## config.mk

```make
export PLATFORM = sky130hd
export DESIGN_NAME = button_click_classifier_flat
export DESIGN_NICKNAME = d
export VERILOG_FILES = /design/src/bcc_pkg.sv /design/src/bcc_tick_if.sv /design/src/bcc_event_if.sv /design/src/button_click_classifier.sv /design/src/flat_wrapper.sv
export SDC_FILE = /design/constraint.sdc
export NUM_CORES = 1
export LEC_CHECK = 0
export BUFFER_PORTS_ARGS = -buffer_cell sky130_fd_sc_hd__buf_2
export CORE_AREA = 2 2 82 116
export CTS_BUF_LIST = sky130_fd_sc_hd__clkbuf_4
export DETAILED_ROUTE_END_ITERATION = 10
export DIE_AREA = 0 0 84 118
export SYNTH_ARGS = -nofsm -noshare
export SYNTH_HDL_FRONTEND = slang
export SYNTH_SLANG_ARGS = --single-unit
export TNS_END_PERCENT = 30
```

## constraint.sdc

```tcl
create_clock -name clk -period 3.53 [get_ports clk]
set_input_delay 0.706 -clock clk [delete_from_list [all_inputs] [get_ports clk]]
set_output_delay 0.706 -clock clk [all_outputs]
set_load 0.01 [all_outputs]
```

## src/bcc_pkg.sv

```systemverilog
// bcc_pkg: types and constants for the button click classifier
// used by button_click_classifier
// no dependencies
package bcc_pkg;

	localparam int TIMER_WIDTH_DEF = 16;
	localparam int CFG_DATA_W      = 16;
	localparam int CFG_ADDR_W      = 1;

	localparam logic [CFG_DATA_W-1:0] LONG_TICKS_RST = 16'd400;
	localparam logic [CFG_DATA_W-1:0] GAP_TICKS_RST  = 16'd20;

	typedef enum logic [CFG_ADDR_W-1:0] {
		REG_LONG_TICKS = 1'd0,
		REG_GAP_TICKS  = 1'd1
	} cfg_reg_t;

	typedef enum logic [2:0] {
		PH_IDLE          = 3'd0,
		PH_FIRST_PRESS   = 3'd1,
		PH_FIRST_RELEASE = 3'd2,
		PH_SECOND_PRESS  = 3'd3,
		PH_LONG_PRESS    = 3'd4
	} phase_t;

	typedef enum logic [1:0] {
		EV_NONE   = 2'd0,
		EV_SINGLE = 2'd1,
		EV_DOUBLE = 2'd2,
		EV_LONG   = 2'd3
	} event_t;

endpackage

```

## src/bcc_tick_if.sv

```systemverilog
// bcc_tick_if: valid/ready channel carrying one button tick
// no dependencies
interface bcc_tick_if;
	logic valid;
	logic ready;
	logic pressed;

	modport source (output valid, output pressed, input ready);
	modport sink (input valid, input pressed, output ready);
endinterface

```

## src/bcc_event_if.sv

```systemverilog
// bcc_event_if: valid/ready channel carrying one click event
// no dependencies
interface bcc_event_if;
	logic       valid;
	logic       ready;
	logic [1:0] event_code;

	modport source (output valid, output event_code, input ready);
	modport sink (input valid, input event_code, output ready);
endinterface

```

## src/button_click_classifier.sv

```systemverilog
// button_click_classifier: single, double and long press detector
// depends on bcc_pkg, bcc_tick_if, bcc_event_if
//
// channel  dir  payload          width
// tick     in   pressed          1
// click    out  event_code       2
// cfg      in   cfg_we/addr/data 1/1/16
//
// one tick transfer gives one click transfer, through the input register, then the output register
// one tick per cycle sustained while click is not stalled: input register, then the phase
// machine and countdown decrement feed the output register combinationally
// output stall: one tick waits in the input register, then tick.ready drops
// arst_n clears phase, countdown, valids and loads the register defaults
module button_click_classifier #(
	parameter int TIMER_WIDTH = bcc_pkg::TIMER_WIDTH_DEF
) (
	input  logic                           clk,
	input  logic                           arst_n,
	bcc_tick_if.sink                       tick,
	bcc_event_if.source                    click,
	input  logic                           cfg_we,
	input  logic [bcc_pkg::CFG_ADDR_W-1:0] cfg_addr,
	input  logic [bcc_pkg::CFG_DATA_W-1:0] cfg_data
);

	logic [bcc_pkg::CFG_DATA_W-1:0] long_ticks_q;
	logic [bcc_pkg::CFG_DATA_W-1:0] gap_ticks_q;

	logic                   valid_s1;
	logic                   pressed_s1;
	bcc_pkg::phase_t        phase_q, phase_d;
	logic [TIMER_WIDTH-1:0] count_q, count_d;
	logic [TIMER_WIDTH-1:0] count_dec;
	logic [TIMER_WIDTH-1:0] long_load, gap_load;
	logic                   expired;
	bcc_pkg::event_t        event_d;
	logic                   out_valid_q;
	bcc_pkg::event_t        out_event_q;
	logic                   adv;

	// configuration registers
	always_ff @(posedge clk or negedge arst_n) begin
		if (!arst_n) begin
			long_ticks_q <= bcc_pkg::LONG_TICKS_RST;
			gap_ticks_q  <= bcc_pkg::GAP_TICKS_RST;
		end else if (cfg_we) begin
			unique case (bcc_pkg::cfg_reg_t'(cfg_addr))
				bcc_pkg::REG_LONG_TICKS: long_ticks_q <= cfg_data;
				bcc_pkg::REG_GAP_TICKS:  gap_ticks_q  <= cfg_data;
				default: ;
			endcase
		end
	end

	// stage 1 moves into the output register when that is free or draining
	assign adv        = valid_s1 && (!out_valid_q || click.ready);
	assign tick.ready = !valid_s1 || adv;

	always_ff @(posedge clk or negedge arst_n) begin
		if (!arst_n) begin
			valid_s1 <= 1'b0;
		end else if (tick.ready) begin
			valid_s1 <= tick.valid;
		end
	end

	always_ff @(posedge clk) begin
		if (tick.ready && tick.valid) begin
			pressed_s1 <= tick.pressed;
		end
	end

	assign long_load = TIMER_WIDTH'(long_ticks_q);
	assign gap_load  = TIMER_WIDTH'(gap_ticks_q);
	assign count_dec = count_q - TIMER_WIDTH'(1);
	assign expired   = (count_dec == '0);

	always_comb begin
		phase_d = phase_q;
		count_d = count_q;
		event_d = bcc_pkg::EV_NONE;
		unique case (phase_q)
			bcc_pkg::PH_IDLE: begin
				if (pressed_s1) begin
					phase_d = bcc_pkg::PH_FIRST_PRESS;
					count_d = long_load;
				end
			end
			bcc_pkg::PH_FIRST_PRESS: begin
				count_d = count_dec;
				if (expired) begin
					phase_d = bcc_pkg::PH_LONG_PRESS;
					event_d = bcc_pkg::EV_LONG;
				end else if (!pressed_s1) begin
					phase_d = bcc_pkg::PH_FIRST_RELEASE;
					count_d = gap_load;
				end
			end
			bcc_pkg::PH_FIRST_RELEASE: begin
				count_d = count_dec;
				if (expired) begin
					phase_d = bcc_pkg::PH_IDLE;
					event_d = bcc_pkg::EV_SINGLE;
				end else if (pressed_s1) begin
					phase_d = bcc_pkg::PH_SECOND_PRESS;
					count_d = long_load;
				end
			end
			bcc_pkg::PH_SECOND_PRESS: begin
				count_d = count_dec;
				if (expired) begin
					phase_d = bcc_pkg::PH_LONG_PRESS;
					event_d = bcc_pkg::EV_LONG;
				end else if (!pressed_s1) begin
					phase_d = bcc_pkg::PH_IDLE;
					event_d = bcc_pkg::EV_DOUBLE;
				end
			end
			bcc_pkg::PH_LONG_PRESS: begin
				if (!pressed_s1) begin
					phase_d = bcc_pkg::PH_IDLE;
				end
			end
			default: ;
		endcase
	end

	always_ff @(posedge clk or negedge arst_n) begin
		if (!arst_n) begin
			phase_q <= bcc_pkg::PH_IDLE;
			count_q <= '0;
		end else if (adv) begin
			phase_q <= phase_d;
			count_q <= count_d;
		end
	end

	// output register
	always_ff @(posedge clk or negedge arst_n) begin
		if (!arst_n) begin
			out_valid_q <= 1'b0;
		end else if (adv) begin
			out_valid_q <= 1'b1;
		end else if (click.ready) begin
			out_valid_q <= 1'b0;
		end
	end

	always_ff @(posedge clk) begin
		if (adv) begin
			out_event_q <= event_d;
		end
	end

	assign click.valid      = out_valid_q;
	assign click.event_code = out_event_q;

	a_hold_state: assert property (@(posedge clk) disable iff (!arst_n)
		!adv |=> $stable(phase_q) && $stable(count_q))
		else $error("phase or countdown moved without a transfer into the output register");

	a_long_from_press: assert property (@(posedge clk) disable iff (!arst_n)
		adv && event_d == bcc_pkg::EV_LONG |=> phase_q == bcc_pkg::PH_LONG_PRESS)
		else $error("long press reported without entering the long press phase");

	a_press_loads: assert property (@(posedge clk) disable iff (!arst_n)
		adv && phase_q == bcc_pkg::PH_IDLE && pressed_s1
		|=> count_q == $past(long_load) && phase_q == bcc_pkg::PH_FIRST_PRESS)
		else $error("first press did not load the long press count");

	a_release_ends_long: assert property (@(posedge clk) disable iff (!arst_n)
		adv && phase_q == bcc_pkg::PH_LONG_PRESS && !pressed_s1 |=> phase_q == bcc_pkg::PH_IDLE)
		else $error("release in long press phase did not return to idle");

	a_stall_blocks: assert property (@(posedge clk) disable iff (!arst_n)
		valid_s1 && out_valid_q && !click.ready |-> !tick.ready)
		else $error("tick accepted while both stages are held");

endmodule
```

## src/flat_wrapper.sv

```systemverilog
// flat-port wrapper written by rule: the top's interface ports become plain ports
module button_click_classifier_flat 
#(
	parameter int TIMER_WIDTH = bcc_pkg::TIMER_WIDTH_DEF
)
  (clk, arst_n, cfg_we, cfg_addr, cfg_data, tick_valid, tick_pressed, tick_ready, click_valid, click_event_code, click_ready);
  bcc_tick_if tick_i ();
  bcc_event_if click_i ();
  input  logic clk;
  input  logic arst_n;
  input  logic cfg_we;
  input  logic [bcc_pkg::CFG_ADDR_W-1:0] cfg_addr;
  input  logic [bcc_pkg::CFG_DATA_W-1:0] cfg_data;
  input wire logic [$bits(tick_i.valid)-1:0] tick_valid;
  input wire logic [$bits(tick_i.pressed)-1:0] tick_pressed;
  output wire logic [$bits(tick_i.ready)-1:0] tick_ready;
  output wire logic [$bits(click_i.valid)-1:0] click_valid;
  output wire logic [$bits(click_i.event_code)-1:0] click_event_code;
  input wire logic [$bits(click_i.ready)-1:0] click_ready;
  assign tick_i.valid = tick_valid;
  assign tick_i.pressed = tick_pressed;
  assign tick_ready = tick_i.ready;
  assign click_valid = click_i.valid;
  assign click_event_code = click_i.event_code;
  assign click_i.ready = click_ready;
  button_click_classifier #(.TIMER_WIDTH(TIMER_WIDTH)) u_core (.clk(clk), .arst_n(arst_n), .tick(tick_i), .click(click_i), .cfg_we(cfg_we), .cfg_addr(cfg_addr), .cfg_data(cfg_data));
endmodule
```

* Word-level counts from Yosys, hierarchy flattened
Index checks and enable logic that the tools add are counted.
W data, S select, Z words.
** Word-level totals
- Input port bits :: 23
- Bits in registers :: 56
- Logic and storage cells :: 53
** Operators by class
- Reductions and logical operators :: 15
- $add $sub $neg :: 1
- Eq/ne operators :: 7
- Multiplexer cells :: 21
- Bitwise gates (word level) :: 1
** Operators with widths (count)
- $mux W16 :: 5
- $pmux W16 S4 :: 1
- $mux W3 :: 7
- $logic_not A16 Y1 :: 1
- $sub A16 B1 Y16 const B :: 1
- $pmux W3 S5 :: 1
- $eq A3 B2 Y1 const B :: 2
- $mux W2 :: 3
- $pmux W2 S3 :: 1
- $reduce_and A5 Y1 :: 1
- $reduce_bool A5 Y1 :: 1
- $reduce_and A2 Y1 :: 2
- $reduce_bool A4 Y1 :: 1
- $eq A3 B1 Y1 const B :: 1
- $eq A3 B3 Y1 const B :: 1
- $logic_not A3 Y1 :: 1
- $mux W1 :: 3
- $ne A3 B1 Y1 const B :: 1
- $ne A3 B3 Y1 const B :: 1
- $reduce_and A3 Y1 :: 1
- $logic_and A1 B1 Y1 :: 2
- $logic_not A1 Y1 :: 2
- $logic_or A1 B1 Y1 :: 2
- $ne A2 B1 Y1 const B :: 1
- 2 further kinds :: 2

* Longest topological paths before layout
- Depth in word-level cells :: 5
- Mapped depth :: 12
- Depth with buffers taken out :: 9

* Worst setup path before layout
No wires, ideal clock.
- Kind :: register to register
- From :: register u_core.count_q[0]
- To :: register u_core.count_q[3]
- Arrival :: 2.637 ns
- Buffers on the path :: 2
- Slack :: 0.811 ns
- Period minus slack after synthesis :: 2.719 ns
- Required time :: 3.448 ns
- Stages on the path, launching flop included :: 12
- Path through :: dfrtp_1 inv_1 ha_1 clkbuf_1 nor4b_1 nand2_1 xor2_1 and4_1 buf_2 a21oi_2 mux2_1 a31oi_1
** On the way
- Longest elaborated chain between the ends :: 4
** Ends and longest elaborated chain
- start: declaration :: RTL line button_click_classifier.sv:32 : logic [TIMER_WIDTH-1:0] count_q, count_d;
- start signal: assignment :: RTL line button_click_classifier.sv:134 : count_q <= count_d;
- $sub A16 B1 Y16 (*) :: RTL line button_click_classifier.sv:75 : assign count_dec = count_q - TIMER_WIDTH'(1);
- $logic_not A16 Y1, or another cell as far along :: RTL line button_click_classifier.sv:76 : assign expired = (count_dec == '0);
- $mux W16, on equally long branches :: RTL line button_click_classifier.sv:101, button_click_classifier.sv:91
- $pmux W16 S4 (*) :: RTL line button_click_classifier.sv:82 : unique case (phase_q)
Mark *: on every way between the ends. The rest lies on a longest branch, timed or not.
A chain may end at the register's enable or synchronous reset.

* Final worst setup path
- From :: register u_core.count_q[0]
- To :: register u_core.count_q[8]
Same word-level chain as after synthesis.

==> results.json <==
{
  "status": "completed",
  "fin_ws_ns": 0.3535,
  "fin_crit_sh_pct": 89.99,
  "drv_cap": 0,
  "path_max_fanout": 11,
  "clockBufferDepth": 2,
  "synthArstFlopShare_pct": 94.64,
  "grt_use_total_pct": 18.66,
  "relSlewSlack_pct": 47.67,
  "first_iter_violations": 229,
  "synth-seq-area-share_pct": 41.09,
  "synth_area_per_cell_um2": 9.332,
  "gp_congestion": 1.002,
  "reg2reg_depth": 9,
  "cts_root_buffer": "clkbuf_4",
  "rsz0062_at_grt": "false",
  "drv_slew": 0,
  "power.density_mw_per_mm2": 687.4,
  "ant_nets": 0,
  "port_buffers": 26,
  "wl_mm": 8.901,
  "clock_latency_ns": 0.40,
  "cp.arrival_ns": 3.51,
  "cp-start-kind": "flip-flop",
  "fp.dieW_um": 84,
  "area_delta_synth_final_pct": 8.782,
  "synth.distinct_cells": 60,
  "hold_viol_final": 0,
  "r2r_slack_ns": 0.35,
  "grt_start_max_net_pins": 34,
  "final_cell_mix": "nor2_1, dfrtp_1, mux2_2, a21oi_1",
  "cts_resized": 0,
  "syn_inst": 371,
  "cts_hold_buf": 0,
  "tns_ns": 0,
  "grt_pass1_wl_mm": 14.75,
  "ioPinCount": 27,
  "worst_slew_pin_slew_ns": 0.7849,
  "num_rows": 41,
  "layout.nets": 412,
  "clkSlewWorstSetupHoldPaths_ns": 0.16,
  "synth_edf_count": 3,
  "antenna_found_initial": 1,
  "layout_commonest_cell": "nor2_1",
  "cts_sinks": 56,
  "r2r-start": "u_core.count_q[0]$_DFFE_PN0P_",
  "utilization_pct": 42.44,
  "via_per_inst": 5.861,
  "layout-drive-gt1-share_pct": 23.20,
  "synth_warnings": 0,
  "h-tree-depth": 2,
  "core_mm2": 0.008875,
  "overflow": 0,
  "syn_area_mm2": 0.003462,
  "grt_pass1_vias": 2893,
  "synth-seq-cells": 56,
  "ir_drop_mv": 0.3097,
  "post_cts_buffers": 0,
  "setup_violations": 0,
  "initial_utilization_pct": 39.01,
  "hpwl_mm": 6.692,
  "crit_path_end_kind": "flip-flop",
  "dp_slack_ns": 0.5021,
  "finClkSkew_ns": 0.01012,
  "syn-num-nets": 396,
  "die-area_mm2": 0.009912,
  "synthFlopType": "dfrtp_1",
  "firstDrtPassIters": 5,
  "wire_per_inst_um": 17.95,
  "cp.required_ns": 3.86,
  "fmax_ghz": 0.3148,
  "critPathKind": "flip-flop to flip-flop",
  "p_leak_nw": 1.545,
  "fin_crit_ns": 3.177,
  "dieHeight_um": 118,
  "cts_tree": "done",
  "cts_made_buffers": 5,
  "vias": 2907,
  "r2r_end": "u_core.count_q[8]$_DFFE_PN0P_",
  "min_path_type": "primary input to async pin",
  "remaining_drc_errors": 0
}
-- metal layers --
metal	up-vias	wire, um	track usage (%)
li1	1377	-	-
met1	1416	3735	23.74
met2	92	4503	31.35
met3	22	373	1.893
met4	0	289	9.173
met5	-	0	0
-- flip-flops by register name (all words and copies together), names as in the netlist --
register / cells
u_core.click.valid: 1
u_core.click.event_code: 2
u_core.gap_load: 16
u_core.long_load: 16
u_core.phase_q: 3
u_core.pressed_s1: 1
u_core.count_q: 16
u_core.valid_s1: 1
-- layout make-up --
type / count / area, um^2
Antenna cell: 1 / 2.502
Clock buffer: 6 / 45.04
Clock inverter: 2 / 35.03
Fill cell: 884 / 5109
Inverter: 9 / 33.78
Multi-Input combinational cell: 282 / 1911
Sequential cell: 56 / 1423
Tap cell: 107 / 133.9
Timing Repair Buffer: 33 / 182.7
-- critical path: stages (launching register included) --
cell and delay, ns:
dfrtp_1 0.50, inv_1 0.09, ha_1 0.35, nor4b_1 0.44, a32oi_1 0.19, o311a_1 0.19, nor3_4 0.39, nand2_1 0.39
a311o_1 0.41, a21oi_1 0.14
-- how the worst max path moves through the flow --
stage	from	depth (start not counted)	endpoint	slack (ns)
finish	u_core.count_q[0]$_DFFE_PN0P_	9	u_core.count_q[8]$_DFFE_PN0P_	0.35
global route	u_core.count_q[0]$_DFFE_PN0P_	9	u_core.count_q[3]$_DFFE_PN0P_	0.07
CTS	u_core.count_q[0]$_DFFE_PN0P_	9	u_core.count_q[8]$_DFFE_PN0P_	0.47
detailed placement	u_core.count_q[0]$_DFFE_PN0P_	9	u_core.count_q[2]$_DFFE_PN0P_	0.50
global placement	u_core.count_q[5]$_DFFE_PN0P_	7	u_core.count_q[1]$_DFFE_PN0P_	0.59
floorplan	u_core.count_q[0]$_DFFE_PN0P_	11	u_core.count_q[3]$_DFFE_PN0P_	0.81
-- synthesized netlist by cell type, drive strengths merged, types with 2 or more instances --
master	number	area share [%]
o211ai	2	0.43
or3b	2	0.51
a21oi	31	5.0
a311o	2	0.58
xnor2	4	1.0
and3	6	1.1
nor2	55	6.0
nand4	3	0.54
dfrtp	48	35
nor2b	7	1.3
nand2b	3	0.54
o21ai	8	1.2
and2	5	0.90
a31oi	12	2.2
nand2	26	2.8
inv	8	0.87
nand4b	2	0.51
buf	4	0.58
dfstp	5	3.8
nor4b	3	0.76
nor4	7	2.1
edfxtp	3	2.6
o41ai	2	0.51
xor2	8	2.0
clkbuf	20	2.2
nor3	4	0.90
mux2i	15	4.3
or2	3	0.54
mux2	32	10
a221oi	5	1.3
ha	2	0.72
or3	3	0.54
nand3	10	1.6
o21ba	2	0.58
o2111ai	2	0.51
-- cells by family after synthesis --
group                      count (synthesis)  share of synthesized area (%)
muxes                                     47                          14.74
buffers and inverters                     33                          3.722
AOI/OAI and AO/OA                         79                          15.47
xor gates and xnor gates                  12                          3.036
and+or+nand+nor                          142                          21.21
DFF                                       56                          41.09
adders and majority gates                  2                         0.7227
-- report_power, final --
part           switching, mW  leakage (nW)  internal, mW  total, mW
combinational          0.705         0.841         0.486       1.19
clock                  0.202        0.0457         0.156      0.358
sequential             0.235         0.658         0.804       1.04
total                   1.14          1.55          1.45       2.59
-- through the flow --
| step | area [um^2] | hold slack [ns] | instances | total power [mW] |
|---|---|---|---|---|
| after floorplan | 3462 | 0.4104 | 371 | 1.903 |
| after global placement | 3684 | 0.4856 | 487 | 2.211 |
| after detailed placement | 3684 | 0.4972 | 487 | 2.223 |
| after CTS | 3764 | 0.3781 | 495 | 2.591 |
| after global routing | 3766 | 0.3982 | 496 | 2.781 |
| final | 3766 | 0.3698 | 496 | 2.589 |
(Power assumes the default switching activity.)
